$ cat config.mk
export PLATFORM = sky130hd
export DESIGN_NAME = tgs_div
export DESIGN_NICKNAME = d
export VERILOG_FILES = /design/src/hw/rtl/tgs_pkg.sv /design/src/hw/rtl/tgs_div.sv
export SDC_FILE = /design/constraint.sdc
export NUM_CORES = 1
export LEC_CHECK = 0
export ABC_AREA = 0
export BUFFER_PORTS_ARGS = -buffer_cell sky130_fd_sc_hd__buf_2
export CAP_MARGIN = 20
export CORE_MARGIN = 10
export CORE_UTILIZATION = 50
export DETAILED_ROUTE_END_ITERATION = 7
export GPL_ROUTABILITY_DRIVEN = 0
export PLACE_DENSITY = 0.69
export REMOVE_ABC_BUFFERS = 1
export SYNTH_ARGS = -nofsm -noshare
export SYNTH_HDL_FRONTEND = slang
export SYNTH_SLANG_ARGS = --single-unit
$ cat constraint.sdc
create_clock -name clk_i -period 11.85 [get_ports clk_i]
set_input_delay 2.37 -clock clk_i [delete_from_list [all_inputs] [get_ports clk_i]]
set_output_delay 2.37 -clock clk_i [all_outputs]
set_load 0.01 [all_outputs]
$ cat src/hw/rtl/tgs_pkg.sv
// ----------------------------------------------------------------------------
// tgs_pkg
// Shared constants for the tridiagonal Gauss-Seidel solver.
// ----------------------------------------------------------------------------
package tgs_pkg;
  localparam int unsigned MaxRowsDef   = 64;
  localparam int unsigned ValueBitsDef = 48;
  localparam int unsigned FracBits     = 32;
  localparam int unsigned TolBits      = 47;
  localparam int unsigned IterBits     = 16;
  localparam int unsigned CfgDataBits  = 47;
  localparam int unsigned RowIdxBits   = 6;
  localparam logic [46:0] TolReset     = 47'd1;
  localparam logic [15:0] IterReset    = 16'd1000;
  localparam logic CfgIdxTol  = 1'b0;
  localparam logic CfgIdxIter = 1'b1;
endpackage

$ cat src/hw/rtl/tgs_div.sv
// ----------------------------------------------------------------------------
// tgs_div
// Restoring fixed-point divider, one quotient bit per cycle, saturating.
// ----------------------------------------------------------------------------
module tgs_div #(
  parameter int unsigned VB = 48
) (
  input  logic                 clk_i,
  input  logic                 rst_ni,
  input  logic                 go_i,
  input  logic signed [VB-1:0] n_i,
  input  logic signed [VB-1:0] d_i,
  output logic                 done_o,
  output logic signed [VB-1:0] q_o
);
  import tgs_pkg::*;
  localparam int unsigned NB = VB + FracBits;
  localparam int unsigned CB = $clog2(NB + 1);
  logic          busy_q, fin_q;
  logic [CB-1:0] cnt_q;
  logic [NB-1:0] num_q, quo_q;
  logic [VB:0]   rem_q, rtry;
  logic [VB-1:0] den_q;
  logic          neg_q;
  logic [VB-1:0] vmax;
  logic          over;

  assign vmax = {1'b0, {(VB-1){1'b1}}};
  assign rtry = {rem_q[VB-1:0], num_q[NB-1]};
  assign over = (quo_q[NB-1:VB-1] != '0);

  always_ff @(posedge clk_i or negedge rst_ni) begin
    if (!rst_ni) begin
      busy_q <= 1'b0;
      fin_q  <= 1'b0;
      cnt_q  <= '0;
    end else begin
      fin_q <= 1'b0;
      if (go_i && !busy_q) begin
        busy_q <= 1'b1;
        cnt_q  <= CB'(NB);
      end else if (busy_q) begin
        cnt_q <= cnt_q - 1'b1;
        if (cnt_q == CB'(1)) begin
          busy_q <= 1'b0;
          fin_q  <= 1'b1;
        end
      end
    end
  end

  always_ff @(posedge clk_i) begin
    if (go_i && !busy_q) begin
      num_q <= {(n_i[VB-1] ? VB'(-n_i) : VB'(n_i)), {FracBits{1'b0}}};
      den_q <= d_i[VB-1] ? VB'(-d_i) : VB'(d_i);
      neg_q <= n_i[VB-1] ^ d_i[VB-1];
      rem_q <= '0;
      quo_q <= '0;
    end else if (busy_q) begin
      num_q <= num_q << 1;
      if (rtry >= {1'b0, den_q}) begin
        rem_q <= rtry - {1'b0, den_q};
        quo_q <= {quo_q[NB-2:0], 1'b1};
      end else begin
        rem_q <= rtry;
        quo_q <= {quo_q[NB-2:0], 1'b0};
      end
    end
  end

  always_comb begin
    if (!neg_q) q_o = over ? vmax : quo_q[VB-1:0];
    else if (over) q_o = ~vmax;
    else q_o = VB'(-quo_q[VB-1:0]);
  end
  assign done_o = fin_q;
endmodule
* Word-level counts from Yosys, hierarchy flattened
Cells that the tools add are included.
Storage, ports and cells: bits in registers 234, latch bits 0, memory bits (writable) 0, ROM bits 0, input bits 99, output and inout bits 49, memories 0
Cells by class: add/sub/neg operators 5, $mul 0, div/mod/pow operators 0, $lt $le $gt $ge 1, equality and inequality tests 1, shifts and indexed selects 0, muxes and demuxes 17, bitwise gates (word level) 1, reductions and logical operators 4
Operators with widths (count):
- $mux W48 | 5
- $mux W80 | 2
- $neg A48 Y48 | 3
- $ge A49 B48 Y1 | 1
- $sub A48 B48 Y48 | 1
- $mux W47 | 1
- $reduce_bool A33 Y1 | 1
- $mux W7 | 2
- $eq A7 B1 Y1 const B | 1
- $mux W1 | 7
- $sub A7 B1 Y7 const B | 1
- $reduce_bool A2 Y1 | 1
- $logic_and A1 B1 Y1 | 1
- $logic_not A1 Y1 | 1
- $xor A1 B1 Y1 | 1

* Longest topological paths before layout
Gate-level depths: netlist of the first run.
depth after elaboration 4, gate-level depth with buffers 14, mapped depth without buffers 12

* Worst setup path before layout of the first run
Ideal clock, no wire load.
path kind register to output, from register quo_q[11], to output q_o[45], data arrival time 3.236 ns, required time 9.480 ns, path slack 6.244 ns, cell stages (with the launch flop) 12, cells stage by stage dfxtp_1 buf_6 or3_1 buf_2 and4bb_1 nand4b_1 or3_1 or4_4 or2_1 or4_4 o41ai_2 xor2_1
Between the ends: cells in the longest elaborated chain, start to end 3
RTL lines:
- from (decl) | RTL line tgs_div.sv:21 | logic [NB-1:0] num_q, quo_q;
- from (signal assigned) | RTL line tgs_div.sv:63 | quo_q <= {quo_q[NB-2:0], 1'b1};
- from (signal assigned) | RTL line tgs_div.sv:66 | quo_q <= {quo_q[NB-2:0], 1'b0};
- $neg A48 Y48 | RTL line tgs_div.sv:74 | else q_o = VB'(-quo_q[VB-1:0]);
- $mux W48 | RTL line tgs_div.sv:73 | else if (over) q_o = ~vmax;
- $mux W48 | RTL line tgs_div.sv:72 | if (!neg_q) q_o = over ? vmax : quo_q[VB-1:0];
- to (decl) | RTL line tgs_div.sv:14 | output logic signed [VB-1:0] q_o
Every way passes these cells.

* Worst setup path after layout of the first run
from register quo_q[51], to output q_o[45]
Between the ends: cells in the longest elaborated chain, start to end 3, elaborated cells between the ends (all ways) 4, classes of those cells mux: 3; reduce/logical: 1
RTL lines:
- $reduce_bool A33 Y1 * | RTL line tgs_div.sv:30 | assign over = (quo_q[NB-1:VB-1] != '0);
- $mux W48, on equally long branches | RTL line tgs_div.sv:72, tgs_div.sv:73
- $mux W48 * | RTL line tgs_div.sv:72
Mark *: on every way between the ends. The rest lies on a longest branch, timed or not.

==> results of run 1 <==
power groups by stage:
stage / sequential [mW] / combinational, mW / clock, mW
detailed placement: 1.48 / 1.62 / 0
global route: 1.52 / 1.85 / 0.933
floorplan: 1.41 / 1.27 / 0
global placement: 1.47 / 1.58 / 0
CTS: 1.47 / 1.63 / 0.903
finish: 1.48 / 1.63 / 0.886
path summary, 6_finish.rpt:
check | from | to | slack, ps | depth (start not counted)
worst max-delay path | quo_q[51] | q_o[45] | 5280 | 11
worst min-delay path | quo_q[63] | quo_q[64] | 480 | 2
worst max register to register | den_q[6] | rem_q[23] | 7980 | 12
worst min register to register | quo_q[63] | quo_q[64] | 480 | 2
max in group asynchronous | rst_ni | busy_q | 9960 | 1
min in group asynchronous | rst_ni | busy_q | 1670 | 1
area by class of cell:
type,count,area share (%)
Clock buffer,34,4.76
Clock inverter,15,0.928
Sequential cell,234,34.1
Timing Repair Buffer,160,5.18
Inverter,74,1.66
Multi-Input combinational cell,1392,50.5
Tap cell,384,2.87
critical path: cells and delay by family, from the launching register on:
| kind | cells | cell delay, ps |
|---|---|---|
| XOR/XNOR | 1 | 170 |
| flip-flops | 1 | 320 |
| AND/OR/NAND/NOR | 7 | 2420 |
| AO/OA/AOI/OAI | 1 | 270 |
| buffers and inverters | 2 | 440 |
cells in the final DEF, fill, tap and decap left out, drive strengths merged, types with 8 or more instances in the layout:
cell type / n
o311ai: 25
nand2b: 15
nor3: 35
o21ai: 236
a21o: 24
or3: 21
or4: 18
a21oi: 59
nand3b: 8
or2: 11
nand2: 368
o41ai: 24
xor2: 82
o31ai: 44
mux2i: 32
nor4: 26
inv: 77
dfrtp: 9
nand4: 20
clkbuf: 34
nand3: 26
ha: 53
edfxtp: 97
buf: 160
clkinv: 8
xnor2: 62
a32oi: 16
a211oi: 14
nor2: 79
dfxtp: 128
nor2b: 8
through the flow:
step           power (mW)  setup WS (ps)  hold slack, ps
3_5_place_dp         3.10           5860             470
6_report             3.99           5280             484
3_3_place_gp         3.05           5910             458
2_1_floorplan        2.68           4560             442
5_1_grt              4.31           4970             504
4_1_cts              4.00           5260             481
layer usage:
layer	global-route usage (%)	vias up	wire, µm
met2	35.3	280	19300
met4	5.84	0	1020
met3	2.70	65	1450
met5	0	-	0
met1	25.2	6293	16800
li1	-	6673	-
logic make-up (layout without fill, tap and decap cells):
group / count (synthesis) / count (layout) / share of synthesized area, %
flip-flops: 234 / 234 / 38.5
multiplexers: 32 / 32 / 2.16
XOR/XNOR: 144 / 144 / 8.51
adder cells (fa/ha/maj): 54 / 54 / 4.61
buffers and inverters: 182 / 283 / 4.68
AND/OR/NAND/NOR: 659 / 659 / 20.3
AO/OA/AOI/OAI: 503 / 503 / 21.3
state kept, by name, summed over array words and instances, names as in the netlist:
name,flops
cnt_q,7
neg_q,1
busy_q,1
done_o,1
quo_q,80
num_q,48
den_q,48
rem_q,48
==> out/metrics.yaml, run 1 <==
status: "completed"
ys_types: 69
holdCritPathClass: "reg -> reg"
syn2layout_area_growth_pct: 12.9
yosys-top-cells-count: "368 x nand2_1, 236 x o21ai_0, 128 x dfxtp_1"
io_buffers: 147
syn_inst: 1808
ios: 148
drive_gt1_share_pct: 12.0
h-tree-depth: 1
rsz0062_at_grt: "false"
fin_setup_tns_ps: 0
worstPathArrival_ps: 4200
clk_latency_ps: 550
antenna_cells: 0
first_pass_iters: 6
drt_wl_total_mm: 38.5
hpwlAfterDp_mm: 26.6
die_h_um: 192
setup_viol: 0
yosysTopAreaCell: "edfxtp_1"
yosysWarnings: 0
cts_tree: "yes"
initial_core_util_pct: 51.2
critical_path_class: "reg -> out"
drt_iter0_markers: 799
p_switching_mw: 1.58
design_area_um2: 16700
p_comb_share_pct: 40.8
synth.top_cell.area_share_pct: 19.7
crit_required_ps: 9480
fill_cells: 2672
clock_skew_ps: 9.13
synth_flop_cell: "dfxtp_1"
async_reset_ff_share_pct: 3.85
synth_most_common_cell: "nand2_1"
ir_drop_v: 0.000151
critPathLaunchType: "register"
cts_root_buf: "clkbuf_16"
fin_crit_ps: 6570
postCtsHoldBufs: 0
clock-sinks: 234
grt_pass1_vias: 12600
routedWlPerCell_um: 16.8
clkTransAtPathRegs_ps: 60
synth_edf_count: 97
clockPowerShare_pct: 22.2
die_w_um: 192
final_cell_count_no_fill: 2293
fin_util_pct: 57.8
finalCritPeriodShare_pct: 55.4
ys_ff_latch: 234
grt_pass1_wl_mm: 62.8
rows: 62
critPathMaxStageDelay_ps: 460
yosysSeqAreaShare_pct: 38.5
drv_slew: 0
pwr-share-seq_pct: 37.0
p_leak_nw: 6.77
dieArea_um2: 36900
numCtsBuffers: 27
intPower_mw: 2.41
slowest_stage: "or3_1"
grt_use_total_pct: 20.1
postCtsSetupBuffers: 0
vias_per_cell: 5.81
drcViolationCount: 0
ant_nets: 0
hold_violations: 0
vias: 13300
worstPathMaxFanout: 51
end_kind: "primary output"
synth_area_um2: 14800
gr-total-overflow: 0
fin_nets: 2042
relSlewSlack_pct: 21.6
seq_area_um2: 5700
fmax_mhz: 152
design.core.area_um2: 28900
clock_path_buffers: 3
cts.repair.resized: 0
placed_area_um2: 15700
antenna_found_initial: 0
avgSynthCellArea_um2: 8.19
switching_share_pct: 39.7
multi_input_area_um2: 8440
path_cells: "nor4_1, nand4_1, or3_1, buf_4, or3_1, or4_4, or2_1, or4_4, o41ai_2, xor2_1, buf_2"
worst_slew_pin_slew_ps: 1170
synthTopCellsByArea: "edfxtp_1 20%, dfxtp_1 17%, nand2_1 9.3%, o21ai_0 8.0%, xor2_1 4.8%"
maxCapViolations: 0
p_per_area_nw_per_um2: 239
dp.cells: 2242
grt_start_max_net_pins: 112
No activity file was read; power rests on OpenSTA's default activity.
==> run 2, diff against run 1 <==
Settings changed: PLACE_DENSITY 0.69 to 0.72.
Clock period 11.85 ns to 5.63 ns, I/O delays scaled along.
==> out/metrics.yaml, run 2 (synthesis results as in run 1) <==
grt_pass1_vias: 12800  # was 12,600
vias_per_cell: 5.79  # was 5.81
maxCapViolations: 0  # unchanged
dp.cells: 2243  # was 2,242
die_h_um: 192  # unchanged
finalCritPeriodShare_pct: 91.3
initial_core_util_pct: 51.2  # unchanged
clock-sinks: 234  # unchanged
rsz0062_at_grt: "false"  # unchanged
fmax_mhz: 195
status: "completed"  # unchanged
postCtsSetupBuffers: 0  # unchanged
drcViolationCount: 0  # unchanged
clk_latency_ps: 550  # about the same
hpwlAfterDp_mm: 27.0  # was 26.6 mm
startpoint: "quo_q[6]"  # was quo_q[51]
p_comb_share_pct: 41.5  # was 40.8%
fin_crit_ps: 5140
hold_slack_ps: 417  # was 484 ps
p_leak_nw: 6.77  # about the same
slowest_stage: "nor4_1"  # was or3_1
cts_root_buf: "clkbuf_16"  # unchanged
largest_register: "quo_q"  # unchanged
hold_violations: 0  # unchanged
ios: 148  # unchanged
setup_viol: 0  # unchanged
r2r_start: "den_q[4]"  # was den_q[6]
path_cells: "nor4_1, and4bb_1, nand4b_1, or3_1, or4_4, or2_1, or4_4, o41ai_2, xor2_1, buf_2"  # was nor4_1, nand4_1, or3_1, buf_4, or3_1, or4_4, or2_1, or4_4, o41ai_2, xor2_1, buf_2
grt_pass1_wl_mm: 62.5  # was 62.8 mm
grt_use_total_pct: 20.0  # was 20.1%
holdCritPathClass: "in -> async"  # was reg -> reg
h-tree-depth: 1  # unchanged
worst_r2r_path_depth: 12  # unchanged
pwr-share-seq_pct: 37.6  # was 37.0%
antenna_found_initial: 4  # was 0
clock_skew_ps: 8.02  # was 9.13 ps
drv_slew: 0  # unchanged
critical_path_class: "reg -> out"  # unchanged
worst_slew_pin_slew_ps: 1040  # was 1170 ps
largest_register_ffs: 80  # unchanged
critPathLaunchType: "register"  # unchanged
clock_path_buffers: 3  # unchanged
postCtsHoldBufs: 0  # unchanged
drt_iter0_markers: 777  # was 799
intPower_mw: 4.99  # was 2.41 mW
worstPathMaxFanout: 7  # was 51
design.core.area_um2: 28900  # unchanged
dieArea_um2: 36900  # unchanged
end_kind: "primary output"  # unchanged
drt_wl_total_mm: 38.0  # was 38.5 mm
numCtsBuffers: 26  # was 27
p_switching_mw: 3.29  # was 1.58 mW
io_buffers: 147  # unchanged
clkTransAtPathRegs_ps: 60  # about the same
drive_gt1_share_pct: 11.9  # was 12.0%
cts.repair.resized: 0  # unchanged
worst_slack_ps: 492  # was 5280 ps
layout_common_cells: "367 x nand2_1, 236 x o21ai_0, 147 x buf_2"  # unchanged
clockPowerShare_pct: 20.9  # was 22.2%
critPathMaxStageDelay_ps: 510  # was 460 ps
crit_path_frequent_cell: "or4_4"
ant_nets: 0  # unchanged
relSlewSlack_pct: 30.4  # was 21.6%
syn2layout_area_growth_pct: 12.8  # was 12.9%
p_per_area_nw_per_um2: 496  # was 239 nW/µm²
fin_nets: 2043  # was 2,042
dp_slack_ps: 1090  # was 5860 ps
fill_cells: 2641  # was 2,672
die_w_um: 192  # unchanged
vias: 13300  # about the same
worstPathArrival_ps: 4010  # was 4200 ps
rows: 62  # unchanged
layout_commonest_cell: "nand2_1"  # unchanged
cts_tree: "yes"  # unchanged
grt_start_max_net_pins: 111  # was 112
gr-total-overflow: 0  # unchanged
routedWlPerCell_um: 16.5  # was 16.8 µm
ir_drop_v: 0.000278  # was 0.000151 V
first_pass_iters: 5  # was 6
crit_required_ps: 4500  # was 9480 ps
switching_share_pct: 39.7  # about the same
final_cell_count_no_fill: 2297  # was 2,293
-- run 2: cell types whose count changed in the layout (fill, tap and decap cells not counted), sizes merged --
cell,previous run,this run
buf,160,162
bufinv,2,0
clkbuf,34,38
clkinv,8,11
clkinvlp,2,0
diode,0,3
inv,77,73
-- run 2: critical path: cells and delay by family (launching register included) --
kind / cells / cell delay, ps
flops: 1 / 370
simple gates: 7 / 2540
xor+xnor: 1 / 170
buf+inv: 1 / 150
compound gates: 1 / 240
-- run 2: final cells by class --
class	instances	area [µm²]	area share, %
multi-input cells	1392	8440	50.5
well taps	384	480	2.88
diodes	3	7.51	0.0449
flip-flops and latches	234	5700	34.1
inverters	74	278	1.66
clock buffers	38	811	4.85
clock inverters	10	78.8	0.472
repair buffers	162	906	5.42
-- run 2: through the flow --
stage	TNS, ps	instance area (µm²)	power (mW)	utilization (%)
6_report	0	16700	8.28	57.7
5_1_grt	0	16700	8.96	57.7
2_1_floorplan	-93610	14400	5.63	-
4_1_cts	0	16600	8.29	57.5
3_3_place_gp	0	15700	6.42	54.4
3_5_place_dp	0	15700	6.55	54.4
-- run 2: final timing paths --
| check | to | slack [ps] |
|---|---|---|
| worst max-delay path | q_o[45] | 490 |
| max in group asynchronous | busy_q | 5000 |
| worst min-delay path | cnt_q[3] | 420 |
| worst max register to register | rem_q[40] | 1650 |
| worst min register to register | quo_q[79] | 480 |
| min in group clk_i | quo_q[79] | 480 |
-- run 2: power by group through the flow --
stage          Combinational (mW)  Sequential [mW]  Clock (mW)
2_1_floorplan                2.67             2.97           0
3_3_place_gp                 3.33             3.10           0
3_5_place_dp                 3.42             3.13           0
4_1_cts                      3.43             3.10        1.76
5_1_grt                      3.91             3.21        1.83
6_report                     3.44             3.11        1.73
-- run 2: per-layer routing --
metal  GRT usage, %  share of wire (%)  up-vias
li1               -                  -     6688
met1           24.6                 43     6233
met2           34.7                 49      310
met3           3.30                4.7       73
met4           6.50                2.8        2
met5              0              0.018        -
==> run 3, diff against run 2 <==
Settings changed: ABC_AREA 0 to 1, PLACE_DENSITY 0.72 to 0.71.
==> out/metrics.yaml, run 3 <==
vias: 18500  # was 13,300
yosysTopAreaCell: "nand2_1"  # was edfxtp_1
die_w_um: 208  # was 192 µm
grt_pass1_wl_mm: 88.8  # was 62.5 mm
drt_iter0_markers: 2152  # was 777
yosysSeqAreaShare_pct: 32.2  # was 38.5%
worst_slack_ps: 1150  # was 492 ps
syn_inst: 2786  # was 1,808
ys_ff_latch: 234  # unchanged
seq_area_um2: 5700  # about the same
rows: 68  # was 62
p_leak_nw: 9.90  # was 6.77 nW
avgSynthCellArea_um2: 6.36  # was 8.19 µm²
dp.cells: 3318  # was 2,243
drt_wl_total_mm: 55.1  # was 38.0 mm
async_reset_ff_share_pct: 3.85  # unchanged
fin_nets: 3047  # was 2,043
drv_slew: 0  # unchanged
clock-sinks: 234  # unchanged
synth_flop_cell: "dfxtp_1"  # unchanged
ant_nets: 0  # unchanged
hold_violations: 0  # unchanged
status: "completed"  # unchanged
largest_register: "quo_q"  # unchanged
grt_use_total_pct: 24.3  # was 20.0%
vias_per_cell: 5.49  # was 5.79
yosysWarnings: 0  # unchanged
yosys-top-cells-count: "871 x nand2_1, 443 x inv_1, 320 x nor2_1"  # was 368 x nand2_1, 236 x o21ai_0, 128 x dfxtp_1
initial_core_util_pct: 51.0  # was 51.2%
worst_slew_pin_slew_ps: 1020  # was 1040 ps
numCtsBuffers: 29  # was 26
cts.repair.resized: 0  # unchanged
final_cell_count_no_fill: 3376  # was 2,297
grt_pass1_vias: 17700  # was 12,800
critPathLaunchType: "register"  # unchanged
largest_register_ffs: 80  # unchanged
worstPathMaxFanout: 6  # was 7
holdCritPathClass: "in -> async"  # unchanged
worstPathArrival_ps: 3350  # was 4010 ps
drive_gt1_share_pct: 8.23  # was 11.9%
setup_viol: 0  # unchanged
first_pass_iters: 6  # was 5
layout_common_cells: "870 x nand2_1, 442 x inv_1, 318 x nor2_1"  # was 367 x nand2_1, 236 x o21ai_0, 147 x buf_2
maxCapViolations: 0  # unchanged
ios: 148  # unchanged
layout_commonest_cell: "nand2_1"  # unchanged
syn2layout_area_growth_pct: 11.9  # was 12.8%
clk_latency_ps: 590  # was 550 ps
synth_edf_count: 97  # unchanged
clock_path_buffers: 3  # unchanged
design.core.area_um2: 34700  # was 28,900 µm²
postCtsHoldBufs: 0  # unchanged
clock_skew_ps: 16.8  # was 8.02 ps
drcViolationCount: 0  # unchanged
ys_types: 45  # was 69
end_kind: "primary output"  # unchanged
synth_most_common_cell: "nand2_1"  # unchanged
gr-total-overflow: 0  # unchanged
p_per_area_nw_per_um2: 466  # was 496 nW/µm²
io_buffers: 147  # unchanged
multi_input_area_um2: 10000  # was 8440 µm²
h-tree-depth: 1  # unchanged
dieArea_um2: 43400  # was 36,900 µm²
relSlewSlack_pct: 31.5  # was 30.4%
hpwlAfterDp_mm: 42.1  # was 27.0 mm
routedWlPerCell_um: 16.3  # was 16.5 µm
dp_slack_ps: 1900  # was 1090 ps
cts_root_buf: "clkbuf_16"  # unchanged
synth_area_um2: 17700  # was 14,800 µm²
die_h_um: 208  # was 192 µm
crit_required_ps: 4500  # about the same
synth.top_cell.area_share_pct: 18.5  # was 19.7%
antenna_found_initial: 6  # was 4
synthTopCellsByArea: "nand2_1 18%, edfxtp_1 16%, dfxtp_1 14%, inv_1 9.4%, nor2_1 6.8%"  # was edfxtp_1 20%, dfxtp_1 17%, nand2_1 9.3%, o21ai_0 8.0%, xor2_1 4.8%
fmax_mhz: 223  # was 195 MHz
grt_start_max_net_pins: 84  # was 111
rsz0062_at_grt: "false"  # unchanged
fin_util_pct: 57.1  # was 57.7%
finalCritPeriodShare_pct: 79.5  # was 91.3%
fin_crit_ps: 4480  # was 5140 ps
cts_tree: "yes"  # unchanged
clkTransAtPathRegs_ps: 60  # about the same
postCtsSetupBuffers: 0  # unchanged
ir_drop_v: 0.000340  # was 0.000278 V
critical_path_class: "reg -> out"  # unchanged
fill_cells: 3392  # was 2,641
==> run 3: changes by cell type in the layout (fill, tap and decap cells not counted), sizes merged, moves of 22 or more <==
cell,change
inv,+374
mux2i,-32
nand2,+516
nand3,+161
nand4,+67
nor2,+245
o21ai,-130
o22ai,+74
o311ai,-25
o31ai,-25
o41ai,-22
==> run 3: layer usage <==
layer / vias up / part of all wire, % / global-route usage [%]
li1: 9148 / - / -
met1: 8481 / 41 / 29.5
met2: 736 / 48 / 41.3
met3: 166 / 6.6 / 3.77
met4: 4 / 4.7 / 11.4
met5: - / 0.045 / 0
==> run 3: kinds of logic after synthesis <==
kind of cell,after synthesis,share of synthesized area [%]
flip-flops,234,32.2
XOR/XNOR,128,6.33
adder cells (fa/ha/maj),54,3.86
buffers and inverters,527,11.4
AND/OR/NAND/NOR,1570,37.3
AO/OA/AOI/OAI,273,8.96
==> run 3: layout make-up <==
| class | count | share of cell area (%) |
|---|---|---|
| clock inverter | 15 | 0.941 |
| multi-input combinational | 2025 | 50.6 |
| clock buffer | 39 | 4.21 |
| timing repair buffer | 158 | 4.13 |
| sequential | 234 | 28.8 |
| antenna | 4 | 0.0505 |
| tap | 455 | 2.87 |
| inverter | 446 | 8.46 |
==> run 3: final timing paths <==
check / startpoint / slack (ps) / to / cells after the start
setup / recovery: quo_q[1] / 1150 / q_o[28] / 11
hold reg to reg: rem_q[39] / 470 / rem_q[39] / 2
setup reg to reg: den_q[43] / 2140 / rem_q[15] / 12
max in group asynchronous: rst_ni / 5040 / busy_q / 1
hold / removal: rst_ni / 380 / cnt_q[5] / 1
min in group clk_i: rem_q[39] / 470 / rem_q[39] / 2
==> run 3: report_power, final <==
group	leakage [nW]	switching [mW]	internal (mW)
clock	0.495	0.805	1.19
combinational	7.21	2.76	1.51
sequential	2.20	0.477	2.50
==> run 3: stage by stage <==
stage / total power [mW] / cell area [µm²] / hold WS [ps] / TNS, ps
2_1_floorplan: 6.03 / 17400 / 447 / -82650
3_3_place_gp: 7.05 / 18800 / 460 / 0
3_5_place_dp: 7.16 / 18800 / 462 / 0
4_1_cts: 9.18 / 19800 / 371 / 0
5_1_grt: 9.97 / 19800 / 383 / 0
6_report: 9.23 / 19800 / 383 / 0
==> run 3: worst max-delay path, cell delays in order, from the launching register on <==
cell,delay (ps)
dfxtp_1,310
inv_1,170
ha_1,280
nand3_1,290
nor2_1,490
nand2_1,230
nor2_1,280
inv_1,100
nor2_1,130
xor2_1,90
o31ai_1,200
buf_2,180
